`src/moac_pkg.sv`:
```
`timescale 1ns / 1ps

package moac_pkg;

  localparam int unsigned DATA_W   = 8;
  localparam int unsigned SUM16_W  = 16;
  localparam int unsigned SUM32_W  = 32;
  localparam int unsigned LANE_W   = 2;
  localparam int unsigned OUT_W    = 288;

  localparam logic [LANE_W-1:0] LANE_0 = 2'd0;
  localparam logic [LANE_W-1:0] LANE_1 = 2'd1;
  localparam logic [LANE_W-1:0] LANE_2 = 2'd2;
  localparam logic [LANE_W-1:0] LANE_3 = 2'd3;

  // Members listed from the highest bits down, so byte_sum16 lands in bits 15:0.
  typedef struct packed {
    logic [SUM32_W-1:0] dword_sum_swap_word;
    logic [SUM32_W-1:0] dword_sum_le;
    logic [SUM32_W-1:0] dword_sum_swap_hl;
    logic [SUM32_W-1:0] dword_sum_be;
    logic [SUM32_W-1:0] word_sum_be;
    logic [SUM32_W-1:0] word_sum_le;
    logic [SUM32_W-1:0] byte_sum32;
    logic [SUM16_W-1:0] odd_sum16;
    logic [SUM16_W-1:0] even_sum16;
    logic [SUM16_W-1:0] byte_sum_complement16;
    logic [SUM16_W-1:0] byte_sum16;
  } moac_result_t;

endpackage

```
`src/moac_accum.sv`:
```
`timescale 1ns / 1ps

module moac_accum (
  input  logic                       clk,
  input  logic                       rst,
  input  logic                       step,
  input  logic [7:0]                 data_byte,
  input  logic                       last_byte,
  input  logic                       start_lsb,
  output moac_pkg::moac_result_t     result
);
  import moac_pkg::*;

  logic [SUM32_W-1:0] acc_bytes, acc_bytes_next;
  logic [SUM16_W-1:0] acc_even, acc_even_next;
  logic [SUM16_W-1:0] acc_odd, acc_odd_next;
  logic [SUM32_W-1:0] acc_word_le, acc_word_le_next;
  logic [SUM32_W-1:0] acc_word_be, acc_word_be_next;
  logic [SUM32_W-1:0] acc_dw_be, acc_dw_be_next;
  logic [SUM32_W-1:0] acc_dw_swap_hl, acc_dw_swap_hl_next;
  logic [SUM32_W-1:0] acc_dw_le, acc_dw_le_next;
  logic [SUM32_W-1:0] acc_dw_swap_word, acc_dw_swap_word_next;
  logic [LANE_W-1:0]  lane_position;
  logic [23:0]        pending_bytes, pending_bytes_next;

  logic [7:0] b0, b1, b2, first;
  logic       odd_addr;
  logic       pair_done;

  always_comb begin
    b0 = pending_bytes[7:0];
    b1 = pending_bytes[15:8];
    b2 = pending_bytes[23:16];
    odd_addr  = start_lsb ^ lane_position[0];
    pair_done = lane_position[0];
    first = (lane_position == LANE_3) ? b2 : b0;

    acc_bytes_next = acc_bytes + {24'd0, data_byte};
    acc_even_next  = odd_addr ? acc_even : acc_even + {8'd0, data_byte};
    acc_odd_next   = odd_addr ? acc_odd + {8'd0, data_byte} : acc_odd;

    acc_word_le_next = acc_word_le;
    acc_word_be_next = acc_word_be;
    if (pair_done) begin
      acc_word_le_next = acc_word_le + {16'd0, data_byte, first};
      acc_word_be_next = acc_word_be + {16'd0, first, data_byte};
    end

    acc_dw_be_next        = acc_dw_be;
    acc_dw_swap_hl_next   = acc_dw_swap_hl;
    acc_dw_le_next        = acc_dw_le;
    acc_dw_swap_word_next = acc_dw_swap_word;
    pending_bytes_next    = pending_bytes;
    unique case (lane_position)
      LANE_0: pending_bytes_next[7:0]   = data_byte;
      LANE_1: pending_bytes_next[15:8]  = data_byte;
      LANE_2: pending_bytes_next[23:16] = data_byte;
      LANE_3: begin
        acc_dw_be_next        = acc_dw_be + {b0, b1, b2, data_byte};
        acc_dw_swap_hl_next   = acc_dw_swap_hl + {b1, b0, data_byte, b2};
        acc_dw_le_next        = acc_dw_le + {data_byte, b2, b1, b0};
        acc_dw_swap_word_next = acc_dw_swap_word + {b2, data_byte, b0, b1};
        pending_bytes_next    = 24'd0;
      end
      default: pending_bytes_next = pending_bytes;
    endcase

    result.byte_sum16            = acc_bytes_next[15:0];
    result.byte_sum_complement16 = ~acc_bytes_next[15:0];
    result.even_sum16            = acc_even_next;
    result.odd_sum16             = acc_odd_next;
    result.byte_sum32            = acc_bytes_next;
    result.word_sum_le           = acc_word_le_next;
    result.word_sum_be           = acc_word_be_next;
    result.dword_sum_be          = acc_dw_be_next;
    result.dword_sum_swap_hl     = acc_dw_swap_hl_next;
    result.dword_sum_le          = acc_dw_le_next;
    result.dword_sum_swap_word   = acc_dw_swap_word_next;
  end

  always_ff @(posedge clk) begin
    if (rst || (step && last_byte)) begin
      acc_bytes        <= '0;
      acc_even         <= '0;
      acc_odd          <= '0;
      acc_word_le      <= '0;
      acc_word_be      <= '0;
      acc_dw_be        <= '0;
      acc_dw_swap_hl   <= '0;
      acc_dw_le        <= '0;
      acc_dw_swap_word <= '0;
      lane_position    <= '0;
      pending_bytes    <= '0;
    end else if (step) begin
      acc_bytes        <= acc_bytes_next;
      acc_even         <= acc_even_next;
      acc_odd          <= acc_odd_next;
      acc_word_le      <= acc_word_le_next;
      acc_word_be      <= acc_word_be_next;
      acc_dw_be        <= acc_dw_be_next;
      acc_dw_swap_hl   <= acc_dw_swap_hl_next;
      acc_dw_le        <= acc_dw_le_next;
      acc_dw_swap_word <= acc_dw_swap_word_next;
      lane_position    <= lane_position + LANE_1;
      pending_bytes    <= pending_bytes_next;
    end
  end

endmodule

```
`src/moac_out.sv`:
```
`timescale 1ns / 1ps

module moac_out (
  input  logic                          clk,
  input  logic                          rst,
  input  logic                          load,
  input  moac_pkg::moac_result_t        result,
  output logic                          free,
  output logic                          m_tvalid,
  input  logic                          m_tready,
  output logic [moac_pkg::OUT_W-1:0]    m_tdata
);
  import moac_pkg::*;

  moac_result_t held;

  // Room for a new result when empty or when the held one leaves this cycle.
  assign free    = !m_tvalid || m_tready;
  assign m_tdata = held;

  always_ff @(posedge clk) begin
    if (rst) begin
      m_tvalid <= 1'b0;
    end else if (load) begin
      m_tvalid <= 1'b1;
    end else if (m_tready) begin
      m_tvalid <= 1'b0;
    end
  end

  always_ff @(posedge clk) begin
    if (load) begin
      held <= result;
    end
  end

endmodule

```
`src/multi_order_additive_checksum.sv`:
```
`timescale 1ns / 1ps
// A last byte passes the input register, then the output register raises m_tvalid.
// Throughput: 1 byte per cycle; the input register advances every cycle and
// stalls only when a last byte meets a result still waiting in the output register.
// Reset: synchronous, active high; clears all sums, the lane count, the start
// address and both valid flags.
module multi_order_additive_checksum (
  input  logic         clk,
  input  logic         rst,
  // Configuration: start address, only bit 0 affects the parity sums.
  input  logic         cfg_wr_en,
  input  logic [31:0]  cfg_wr_data,
  // Byte stream in.
  input  logic         s_tvalid,
  output logic         s_tready,
  input  logic [7:0]   s_tdata,   // data_byte[7:0]
  input  logic         s_tlast,   // last_byte
  // Result out.
  output logic         m_tvalid,
  input  logic         m_tready,
  // m_tdata from bit 0 up: byte_sum16, byte_sum_complement16, even_sum16,
  // odd_sum16 (16 bits each), byte_sum32, word_sum_le, word_sum_be,
  // dword_sum_be, dword_sum_swap_hl, dword_sum_le, dword_sum_swap_word
  // (32 bits each).
  output logic [moac_pkg::OUT_W-1:0] m_tdata
);
  import moac_pkg::*;

  logic [31:0]  start_address;
  logic         in_valid;
  logic [7:0]   in_byte;
  logic         in_last;
  logic         advance;
  logic         out_free;
  moac_result_t result;

  always_ff @(posedge clk) begin
    if (rst) begin
      start_address <= '0;
    end else if (cfg_wr_en) begin
      start_address <= cfg_wr_data;
    end
  end

  // A plain byte always folds into the sums; a last byte waits for room
  // in the output register.
  assign advance  = in_valid && (!in_last || out_free);
  assign s_tready = !in_valid || advance;

  always_ff @(posedge clk) begin
    if (rst) begin
      in_valid <= 1'b0;
    end else if (s_tready) begin
      in_valid <= s_tvalid;
    end
  end

  // Hold the request while the stage is stalled.
  always_ff @(posedge clk) begin
    if (s_tready && s_tvalid) begin
      in_byte <= s_tdata;
      in_last <= s_tlast;
    end
  end

  moac_accum u_accum (
    .clk       (clk),
    .rst       (rst),
    .step      (advance),
    .data_byte (in_byte),
    .last_byte (in_last),
    .start_lsb (start_address[0]),
    .result    (result)
  );

  moac_out u_out (
    .clk      (clk),
    .rst      (rst),
    .load     (advance && in_last),
    .result   (result),
    .free     (out_free),
    .m_tvalid (m_tvalid),
    .m_tready (m_tready),
    .m_tdata  (m_tdata)
  );

endmodule
```
`config.mk`:
```
export PLATFORM = sky130hd
export DESIGN_NAME = multi_order_additive_checksum
export DESIGN_NICKNAME = d
export VERILOG_FILES = /design/src/moac_pkg.sv /design/src/moac_accum.sv /design/src/moac_out.sv /design/src/multi_order_additive_checksum.sv
export SDC_FILE = /design/constraint.sdc
export NUM_CORES = 1
export LEC_CHECK = 0
export BUFFER_PORTS_ARGS = -buffer_cell sky130_fd_sc_hd__buf_2
export CORE_ASPECT_RATIO = 0.75
export CORE_MARGIN = 2
export CORE_UTILIZATION = 35
export DETAILED_ROUTE_END_ITERATION = 7
export PLACE_DENSITY = 0.61
export SYNTH_ARGS = -nofsm -noshare
export SYNTH_HDL_FRONTEND = slang
export SYNTH_SLANG_ARGS = --single-unit
```
`constraint.sdc`:
```
create_clock -name clk -period 10.7 [get_ports clk]
set_input_delay 0.535 -clock clk [delete_from_list [all_inputs] [get_ports clk]]
set_output_delay 0.535 -clock clk [all_outputs]
set_load 0.03 [all_outputs]
```
After elaboration in Yosys (flattened, before gate mapping) --
Index checks and enable logic that the tools add are counted.
Word-level totals: register bits after elaboration 582, input bits 46, output and inout port bits 290, word-level logic and storage cells 76
Cells by class: $add $sub $neg 10, equality and inequality tests 3, multiplexer cells 14, bitwise gates (word level) 2, reductions and logical operators 18
Operators by type and width (count):
- 32-bit two-way mux | 6
- 32-bit adder | 4
- 32-bit by 16-bit adder with 32-bit output | 2
- 8-bit one-hot mux with 2 select lines | 3
- 16-bit by 8-bit adder with 16-bit output | 2
- 32-bit by 8-bit adder with 32-bit output | 1
- 16-bit two-way mux | 2
- 16-bit NOT | 1
- 8-bit two-way mux | 1
- 2-bit nonzero test | 4
- 2-bit AND reduction | 3
- 2-bit == test (second input constant) | 2
- 1-bit logical OR | 4
- 1-bit logical AND | 3
- 1-bit zero test | 3
- 2-bit by 1-bit adder with 2-bit output (second input constant) | 1
- 2-bit by 1-bit == test with 1-bit output (second input constant) | 1
- 2-bit zero test | 1
- 1-bit two-way mux | 2
- 1-bit bitwise XOR | 1

Depth between registers and ports, before layout --
Gate-level depths: netlist (run 1).
depth after elaboration 6, mapped depth 18, depth with buffers taken out 15

Modules after synthesis --
Synthesis (run 1) repeated with hierarchy kept, for this count alone.
Second synthesis, totals: cell total of the unflattened synthesis 3150, area total of the unflattened synthesis 31500.2 um^2
By module, submodules not included:
- moac_accum | times used 1, cells each 2838, area an instance 22421.5 um^2, sequential area each 5645.4 um^2
- moac_out | times used 1, cells each 292, area an instance 8694.6 um^2, sequential area each 8668.3 um^2
- multi_order_additive_checksum | times used 1, cells each 20, area an instance 384.1 um^2, sequential area each 310.3 um^2

Worst setup path after synthesis (run 1) --
Ideal clock, no wire load.
path type in2reg, start point input m_tready, end point register u_accum.acc_dw_swap_word[28], library setup time 115 ps, arrival 10249 ps, required time 10585 ps, path slack 336 ps, stages on the path 8, path buffers 1, cell sequence nor2b_1 -> nand2_1 -> and3_1 -> clkbuf_1 -> nor2_1 -> and3_1 -> mux2i_1 -> nand2_1
On the way: word-level cells in the longest chain between the ends 5
Ends and longest elaborated chain:
- from (decl) | line multi_order_additive_checksum.sv:20 | input logic m_tready,
- 1-bit logical OR | line moac_out.sv:18 | assign free = !m_tvalid || m_tready;
- 1-bit logical OR | line multi_order_additive_checksum.sv:47 | assign advance = in_valid && (!in_last || out_free);
- 1-bit logical AND | line multi_order_additive_checksum.sv:47
- 1-bit logical AND
- net u_out.load | line moac_out.sv:6 | input logic load,
- 1-bit logical OR | line moac_accum.sv:82 | if (rst || (step && last_byte)) begin
- to (signal assigned) | line moac_accum.sv:103 | acc_dw_swap_word <= acc_dw_swap_word_next;
- to (decl) | line moac_accum.sv:22 | logic [SUM32_W-1:0] acc_dw_swap_word, acc_dw_swap_word_next;
The timed path passes the listed nets, and every way through them passes these cells. A chain may end at the register's enable or synchronous reset.

Worst setup path after layout (run 1) --
start point register u_accum.lane_position[0], end point register u_accum.acc_word_le[31]
On the way: word-level cells in the longest chain between the ends 4
Ends and longest elaborated chain:
- from (decl) | line moac_accum.sv:23 | logic [LANE_W-1:0] lane_position;
- from (signal assigned) | line moac_accum.sv:104 | lane_position <= lane_position + LANE_1;
- 2-bit == test | line moac_accum.sv:36 | first = (lane_position == LANE_3) ? b2 : b0;
- 8-bit two-way mux | line moac_accum.sv:36
- 32-bit by 16-bit adder with 32-bit output | line moac_accum.sv:45 | acc_word_le_next = acc_word_le + {16'd0, data_byte, first};
- 32-bit two-way mux (*) | line moac_accum.sv:44 | if (pair_done) begin
- to (signal assigned) | line moac_accum.sv:98 | acc_word_le <= acc_word_le_next;
- to (decl) | line moac_accum.sv:17 | logic [SUM32_W-1:0] acc_word_le, acc_word_le_next;
Every way passes the cells marked *; elsewhere a longest branch is shown, timed or not.

==> results of run 1 <==
## cells in the final DEF, fill, tap and decap left out, types with 8 or more instances in the layout
cell type and count:
clkinv_2 12, o21ai_0 105, and2_1 10, o21ai_1 8, inv_1 97, a21o_1 88
clkbuf_1 11, or3_1 20, o21a_1 24, a31oi_1 13, and3_1 33, nand3_1 99
nor2b_1 35, o21bai_1 17, xnor2_1 180, nor2_1 267, or4_1 8, mux2_2 130
nand2b_1 16, o211ai_1 12, nor4_1 13, o31ai_1 10, nand2_1 455, clkbuf_16 65
dfxtp_1 284, edfxtp_1 281, a211oi_1 23, nor3_1 65, fa_1 9, ha_1 183
buf_2 304, buf_4 31, xor2_1 105, a21oi_1 308, nand4_1 41, a32oi_1 18
a31o_2 10
## kinds of logic after synthesis
| group | after synthesis |
|---|---|
| flip-flops | 566 |
| AND/OR/NAND/NOR | 1091 |
| XOR/XNOR | 286 |
| multiplexers | 135 |
| AO/OA/AOI/OAI | 708 |
| buffers and inverters | 261 |
| adder cells (fa/ha/maj) | 193 |
## state kept, by name, indices dropped and copies added (netlist names), 2 cells and up
| signal | cells |
|---|---|
| u_accum.acc_dw_le | 32 |
| u_accum.acc_even | 16 |
| u_accum.acc_odd | 16 |
| u_accum.acc_dw_swap_word | 32 |
| u_accum.pending_bytes | 24 |
| u_accum.lane_position | 2 |
| in_byte | 8 |
| u_accum.acc_dw_be | 32 |
| u_out.m_tdata | 272 |
| u_accum.acc_word_le | 32 |
| u_accum.acc_dw_swap_hl | 32 |
| u_accum.acc_word_be | 32 |
| u_accum.acc_bytes | 32 |
## power by group through the flow
| stage | combinational (mW) | clock [mW] | sequential, mW |
|---|---|---|---|
| 6_report | 0.373 | 2.20 | 2.34 |
| 2_1_floorplan | 0.221 | 0 | 2.42 |
| 4_1_cts | 0.375 | 2.27 | 2.34 |
| 5_1_grt | 0.409 | 2.34 | 2.34 |
| 3_5_place_dp | 0.373 | 0 | 2.38 |
| 3_3_place_gp | 0.370 | 0 | 2.38 |
## area by class of cell
class	instances	area [µm²]
multi-input combinational	2413	15900
tap	1152	1440
timing repair buffer	336	1770
inverter	97	364
clock buffer	78	1700
sequential	566	14100
clock inverter	34	377
fill	8590	52100
## critical path, stage by stage, from the launching register on
cell,delay (ns)
dfxtp_2,0.31
buf_4,0.59
ha_4,0.62
buf_4,0.76
mux2_2,0.46
ha_1,0.36
o21ai_0,0.11
nand2b_1,0.08
a21oi_1,0.10
o31ai_1,0.48
a41o_1,0.32
o41a_1,0.23
nand4_1,0.37
nor3_1,0.36
xnor2_1,0.15
nor2_1,0.06
## how the worst max path moves through the flow
stage,slack [ns],endpoint,cells after the start
floorplan,0.34,u_accum.acc_dw_swap_word[28],8
global placement,5.08,u_out.m_tdata[121],13
detailed placement,5.08,u_out.m_tdata[125],13
CTS,5.04,u_out.m_tdata[125],13
global route,4.72,u_accum.acc_word_le[31],15
finish,5.12,u_accum.acc_word_le[31],15
## routing by layer
metal | up-vias | track usage [%] | part of all wire, %
met4 | 0 | 5.21 | 2.5
met1 | 11600 | 28.1 | 50
met5 | - | 0 | 0
met3 | 115 | 3.23 | 6.5
met2 | 700 | 27.6 | 41
li1 | 12000 | - | -
## cells in the mapped netlist, types with 9 or more instances
library cell	instances	share of area, %
a211oi_1	23	0.56
a21o_1	88	2.1
a21oi_1	308	5.0
a31o_2	10	0.28
a31oi_1	13	0.26
a32oi_1	18	0.51
and2_1	11	0.22
and3_1	34	0.69
buf_1	19	0.23
buf_4	18	0.44
clkbuf_1	120	1.5
dfxtp_1	285	18
edfxtp_1	281	27
fa_1	9	0.58
ha_1	184	7.4
inv_1	97	1.2
mux2_2	130	4.7
nand2_1	457	5.5
nand2b_1	16	0.32
nand3_1	99	1.6
nand4_1	41	0.83
nor2_1	270	3.3
nor2b_1	35	0.71
nor3_1	65	1.0
nor4_1	13	0.26
o211ai_1	12	0.29
o21a_1	24	0.58
o21ai_0	105	1.7
o21bai_1	17	0.41
o31ai_1	10	0.24
or3_1	20	0.40
xnor2_1	180	5.1
xor2_1	106	3.0
## stage by stage
stage | worst slack (ns) | power [mW]
final | 5.12 | 4.91
after global routing | 4.72 | 5.09
after CTS | 5.04 | 4.98
after detailed placement | 5.08 | 2.76
after global placement | 5.08 | 2.75
after floorplan | 0.336 | 2.64
==> metrics.yaml, run 1 <==
power:
  swShare_pct: 24.6
  leakagePower_nw: 15.1
  clkPwrFrac_pct: 44.8
  power_frac_seq_pct: 47.5
  ir_worst_vdd_v: 0.000118
  power.switching_mw: 1.21
  p_int_mw: 3.70
  pwr-share-comb_pct: 7.6
  power_density_nw_per_um2: 138
worst_setup_path:
  cp.required_ns: 11.17
  r2r-start: "u_accum.lane_position[0]"
  path_max_fanout: 67
  crit_arrival_ns: 6.05
  critPathLaunchType: "register"
  critPathCaptureType: "register"
  startpoint: "u_accum.lane_position[0]"
  critical_path_class: "register to register"
  rr_worst_depth: 15
  rrSetupSlack_ns: 5.12
  rr_endpoint: "u_accum.acc_word_le[31]"
synth:
  synth_nets: 3479
  synth_fa_ha_area_share_pct: 8.00
  syn_inst: 3240
  synthSimpleGateAreaFrac_pct: 15.6
  synthArstFlopShare_pct: 0
  seq_area_frac_synth_pct: 45.6
  synth_seq_cells: 566
  synth_compound_area_share_pct: 14.3
  synthXorXnorAreaFrac_pct: 8.07
  avgSynthCellArea_um2: 9.58
  synth_area_um2: 31000
  yosys_warnings: 0
  synth-edff-count: 281
  synth_mux_area_share_pct: 4.89
  synth_top_family_by_area: "simple AND/OR/NAND/NOR gates"
  ys.flop_type: "dfxtp_1"
  synth.distinct_cells: 82
clock_network:
  tritoncts: "yes"
  cts_max_path_buffers: 3
  cts_sinks: 566
  root_buffer: "clkbuf_16"
  clock_latency_ns: 0.64
  cts_setup_buffers: 0
  clkTransAtPathRegs_ns: 0.06
  cts_resized: 0
  cts_max_level: 2
  holdBufCountCts: 0
  cts_buffers: 60
global_routing:
  track_usage_pct: 18.8
  grt_max_degree: 145
  grt_overflow_total: 0
  grt_pass1_wl_mm: 133
  antenna_found_initial: 6
  grt_pass1_vias: 22200
placed_design:
  place.gp.congestion: 0.888
  post_dp_cell_area_um2: 33600
  io_buffer_count: 304
  place_inst: 4564
  detailed_place_hpwl_mm: 60.3
sta:
  hold_violations: 0
  drv_slew: 0
  relSlewSlack_pct: 26.3
  finalSetupViolations: 0
  tns_ns: 0
  fin_crit_ns: 5.58
  whs_ns: 0.0802
  fin_skew_ns: 0.0282
  clock.fmax_mhz: 179
  final.period_utilization_pct: 52.1
  worst_slew_pin_slew_ns: 1.11
  rsz0062_at_grt: "no"
layout:
  instances_no_fill: 4676
  fin_nets: 3713
  num_antenna_cells: 0
  utilization_pct: 40.6
  drive_above_1_share_pct: 17.3
  syn2layout_area_growth_pct: 14.9
  design_area_um2: 35700
floorplanning:
  die_area_um2: 91100
  fp-row-count: 94
  ios: 336
  fp.dieH_um: 262
  die_width_um: 348
  core_area_um2: 87700
  start_util_pct: 35.4
routing:
  dr.first_iter.drc_count: 1879
  drc: 0
  dr.pass1.iters: 6
  routed_wl_mm: 88.3
  antenna_left: 0
  vias: 24400
  wire_per_inst_um: 18.9
  vias_per_cell: 5.22
run_status:
  status: "complete, no violations"
worst_hold_path:
  hold_end: "in_byte[0]"
  hold_path.startpoint: "s_tdata[0]"
  min_path_type: "primary input to register"
  hold_depth: 1
run:
  maxCapViolCount: 0
Note: power is estimated with default switching activity, not from simulation.
==> run 2, diff against run 1 <==
PLACE_DENSITY = 0.59   (was 0.61)
clock period = 5.29 ns   (was 10.7 ns; I/O delays follow)
==> run 2 against run 1 <==
Compared with the run above:
- worst setup slack got worse by 4.0 ns
- cell area is 0.84% higher
- highest routed layer is now met5
- power grew 100%
- register-to-register slack got worse by 4.0 ns
- first-iteration DRC count is 0.75% lower
- final cell count up 0.75%
- fmax rose by 33%
- critical path depth is 3 lower
- global-route usage up 0.19 points
- sequential share of layout area fell by 0.33 points
==> metrics.yaml, run 2 (synthesis results as in run 1) <==
layout:
  ff_latch_area_um2: 14100
  final_cell_mix: "nand2_1 (455), a21oi_1 (308), buf_2 (304), dfxtp_1 (284), edfxtp_1 (281)"
  fin_nets: 3742
  utilization_pct: 41.0
  largest_reg_flops: 272
  syn2layout_area_growth_pct: 15.8
  layout_commonest_cell: "nand2_1"
  multiInputGateArea_um2: 15900
  instances_no_fill: 4711
  fillers: 8566
  drive_above_1_share_pct: 17.7
  design_area_um2: 36000
routing:
  routed_wl_mm: 88.9
  dr.pass1.iters: 5
  vias: 24300
  antenna_left: 0
  dr.first_iter.drc_count: 1865
  vias_per_cell: 5.16
  drc: 0
  wire_per_inst_um: 18.9
placed_design:
  io_buffer_count: 304
  place_inst: 4578
  detailed_place_hpwl_mm: 62.0
  place.gp.congestion: 0.890
  post_dp_cell_area_um2: 33700
sta:
  tns_ns: 0
  final.period_utilization_pct: 79.2
  hold_violations: 0
  finalSetupViolations: 0
  worst_slew_pin_slew_ns: 1.07
  fin_skew_ns: 0.0262
  fin_crit_ns: 4.19
  drv_slew: 0
  relSlewSlack_pct: 28.5
  rsz0062_at_grt: "no"
  clock.fmax_mhz: 239
clock_network:
  cts_sinks: 566
  cts_max_path_buffers: 3
  clock_latency_ns: 0.65
  clkTransAtPathRegs_ns: 0.06
  cts_buffers: 61
  cts_max_level: 2
  tritoncts: "yes"
  cts_resized: 0
  root_buffer: "clkbuf_16"
worst_setup_path:
  critPathCaptureType: "register"
  path_max_fanout: 14
  cp.required_ns: 5.69
  critPathLaunchType: "register"
  critical_path_class: "register to register"
  crit_arrival_ns: 4.59
floorplanning:
  start_util_pct: 35.4
  core_area_um2: 87700
  fp-row-count: 94
  ios: 336
  fp.dieH_um: 262
  die_width_um: 348
  die_area_um2: 91100
power:
  power_density_nw_per_um2: 277
  ir_worst_vdd_v: 0.000242
  leakagePower_nw: 15.2
  totalPowerFinal_mw: 9.98
run_status:
  status: "complete, no violations"
run:
  maxCapViolCount: 0
global_routing:
  grt_max_degree: 140
  grt_overflow_total: 0
  grt_pass1_vias: 22400
  grt_pass1_wl_mm: 134
  track_usage_pct: 18.9
  antenna_found_initial: 4
worst_hold_path:
  min_path_type: "primary input to register"
==> run 2: per-stage QoR <==
stage | setup slack, ns | hold WS [ns]
3_5_place_dp | 1.02 | 0.445
5_1_grt | 0.720 | 0.289
2_1_floorplan | 1.14 | 0.334
4_1_cts | 0.997 | 0.225
3_3_place_gp | 1.06 | 0.445
6_report | 1.10 | 0.265
==> run 2: timing repair <==
item,in CTS,in global routing
hold buffers,14,0
hold endpoints to repair,11,0
buffers inserted,0,0
==> run 2: cell type report <==
cell class              instances  share of cell area [%]
flip-flops and latches        566                    39.3
clock buffers                  71                    4.49
multi-input cells            2413                    44.1
clock inverters                45                    1.33
diodes                          3                  0.0209
repair buffers                364                    5.69
inverters                      97                    1.01
well taps                    1152                    4.01
==> run 2: layer usage <==
metal,vias to the layer above,global-route usage (%),part of all wire [%]
li1,12100,-,-
met1,11500,28.8,51
met2,596,27.9,42
met3,95,3.03,5.8
met4,2,4.57,2.0
met5,-,0,0.0068
==> run 2: final timing paths <==
check                           cells after the start              endpoint  slack, ns                     start
worst max-delay path                               12    u_out.m_tdata[121]       1.10  u_accum.lane_position[1]
worst min-delay path                                3            in_byte[2]       0.26                  s_tvalid
worst max register to register                     12    u_out.m_tdata[121]       1.10  u_accum.lane_position[1]
worst min register to register                      2  u_accum.acc_bytes[5]       0.46      u_accum.acc_bytes[5]
==> run 2: report_power, final <==
part | internal, mW | total (mW) | leakage, nW | switching, mW
Sequential | 4.67 | 4.73 | 5.14 | 0.0632
Clock | 2.59 | 4.48 | 1.02 | 1.89
Combinational | 0.228 | 0.765 | 9.08 | 0.537
==> run 2: critical path, cell delays in order (launching register included) <==
cell and delay (ns):
dfxtp_1 0.37, ha_1 0.38, o21ai_0 0.54, ha_1 0.34, a21o_1 0.17, a21o_1 0.21, a211oi_1 0.39, o31ai_1 0.22
a41o_1 0.32, o41a_1 0.39, nand4_1 0.36, nor2_1 0.11, xor2_1 0.16
==> run 3, diff against run 2 <==
clock period = 4.3 ns   (was 5.29 ns; I/O delays follow)
==> run 3 against run 2 <==
Compared with the run above:
- hold slack worse by 0.22 ns
- highest routed layer is now met4
- sequential share of layout area down 0.17 points
- clock skew down 0.010 ns
- power rose by 23%
==> metrics.yaml, run 3 (synthesis results as in run 1) <==
run_status:
  status: "complete, no violations"
power:
  power.switching_mw: 3.07
  pwr-share-comb_pct: 7.9
  leakagePower_nw: 15.3
  swShare_pct: 25.0
  p_int_mw: 9.21
  ir_worst_vdd_v: 0.000309
  clkPwrFrac_pct: 44.7
  power_density_nw_per_um2: 340
  power_frac_seq_pct: 47.4
placed_design:
  place_inst: 4600
  detailed_place_hpwl_mm: 64.1
  io_buffer_count: 304
  place.gp.congestion: 0.882
clock_network:
  tritoncts: "yes"
  clkTransAtPathRegs_ns: 0.06
  cts_sinks: 566
  cts_max_level: 2
  root_buffer: "clkbuf_16"
  clock_latency_ns: 0.64
  cts_buffers: 60
  cts_max_path_buffers: 3
  cts_resized: 0
worst_setup_path:
  cp_slowest_stage_delay_ns: 0.63
  crit_slowest_cell: "dfxtp_1"
  rr_worst_depth: 14
  path_max_fanout: 8
  r2r-start: "u_accum.pending_bytes[1]"
  cp.buffers_inverters: 3
  cp_cell_sequence: "inv_1, o21ai_0, buf_4, ha_1, a21o_1, a21o_1, a211oi_1, o31ai_1, a41o_1, o41a_1, nand4_1, buf_4, nor2_1, xor2_1"
  critical_path_class: "register to register"
  crit_arrival_ns: 4.45
  rr_endpoint: "u_out.m_tdata[121]"
  critPathTopFamily: "compound AO/OA/AOI/OAI gates"
  critPathLaunchType: "register"
  rrSetupSlack_ns: 0.24
  critPathCaptureType: "register"
  cp.required_ns: 4.68
global_routing:
  grt_overflow_total: 0
  grt_pass1_wl_mm: 137
  grt_max_degree: 173
  grt_pass1_vias: 22500
  antenna_found_initial: 4
  track_usage_pct: 19.4
worst_hold_path:
  hold_end: "u_out.m_tvalid"
  min_path_type: "primary input to register"
  hold_depth: 4
  hold_path.startpoint: "m_tready"
sta:
  worst_slew_pin_slew_ns: 1.34
  finalSetupViolations: 0
  relSlewSlack_pct: 10.4
  tns_ns: 0
  fin_skew_ns: 0.0160
  final.period_utilization_pct: 94.5
  drv_slew: 0
  hold_violations: 0
  rsz0062_at_grt: "no"
  whs_ns: 0.0430
  fin_crit_ns: 4.06
  clock.fmax_mhz: 246
routing:
  dr.pass1.iters: 7
  antenna_left: 0
  routed_wl_mm: 91.5
  drc: 0
  dr.first_iter.drc_count: 1688
  vias_per_cell: 5.20
  vias: 24600
  wire_per_inst_um: 19.3
layout:
  fin_nets: 3765
  largest_reg_flops: 272
  instances_no_fill: 4730
  syn2layout_area_growth_pct: 16.3
  fillers: 8672
  layout_commonest_cell: "nand2_1"
  drive_above_1_share_pct: 17.9
  utilization_pct: 41.2
  final_cell_mix: "nand2_1 (455), a21oi_1 (308), buf_2 (304), dfxtp_1 (284), edfxtp_1 (281)"
floorplanning:
  core_area_um2: 87700
  start_util_pct: 35.4
  die_width_um: 348
  fp.dieH_um: 262
  fp-row-count: 94
  ios: 336
  die_area_um2: 91100
run:
  maxCapViolCount: 0
## run 3: worst register-to-register path, cell delays in order (launching register included)
cell and delay [ns]:
dfxtp_1 0.63, inv_1 0.31, o21ai_0 0.28, buf_4 0.18, ha_1 0.23, a21o_1 0.18
a21o_1 0.21, a211oi_1 0.36, o31ai_1 0.22, a41o_1 0.32, o41a_1 0.39, nand4_1 0.12
buf_4 0.17, nor2_1 0.07, xor2_1 0.14
## run 3: power groups by stage
stage	Combinational [mW]	Clock, mW	Sequential (mW)
finish	0.967	5.49	5.82
global route	1.06	5.84	5.82
CTS	0.973	5.65	5.82
detailed placement	0.955	0	5.93
global placement	0.952	0	5.93
floorplan	0.549	0	6.01
## run 3: metal layers
layer	routed length, µm	GRT usage (%)	vias up
met5	0	0	-
met4	1890	4.57	0
met3	6280	3.74	119
met2	37500	28.2	666
met1	45800	29.4	11700
li1	-	-	12100
## run 3: per-stage QoR
step | area, µm² | setup WS (ns) | total power [mW]
4_1_cts | 36100 | 0.134 | 12.4
3_5_place_dp | 33900 | 0.187 | 6.89
2_1_floorplan | 31000 | 0.148 | 6.56
6_report | 36100 | 0.238 | 12.3
3_3_place_gp | 33900 | 0.292 | 6.88
5_1_grt | 36100 | 0.00493 | 12.7
## run 3: how the worst max path moves through the flow
stage / from / slack [ns] / end / cells past startpoint
global placement: u_accum.pending_bytes[1] / 0.29 / u_out.m_tdata[125] / 13
finish: u_accum.pending_bytes[1] / 0.24 / u_out.m_tdata[121] / 14
floorplan: u_out.m_tvalid / 0.15 / u_accum.pending_bytes[12] / 9
detailed placement: u_accum.pending_bytes[1] / 0.19 / u_out.m_tdata[121] / 13
global route: u_accum.pending_bytes[1] / 0.005 / u_out.m_tdata[116] / 14
CTS: u_accum.pending_bytes[1] / 0.13 / u_out.m_tdata[121] / 13
## run 3: final cells by class
type / count / area, µm² / share of cell area, %
Sequential cell: 566 / 14100 / 39.2
Inverter: 97 / 364 / 1.01
Multi-Input combinational cell: 2413 / 15900 / 43.9
Tap cell: 1152 / 1440 / 3.99
Antenna cell: 1 / 2.50 / 0.00693
Timing Repair Buffer: 388 / 2250 / 6.23
Clock buffer: 76 / 1630 / 4.53
Clock inverter: 37 / 410 / 1.14
## run 3: repair_timing
item                                    CTS  global route
endpoints found under the hold margin    13             0
hold buffers                             14             0
endpoints found under the setup margin    0             5
setup buffers                             0             2
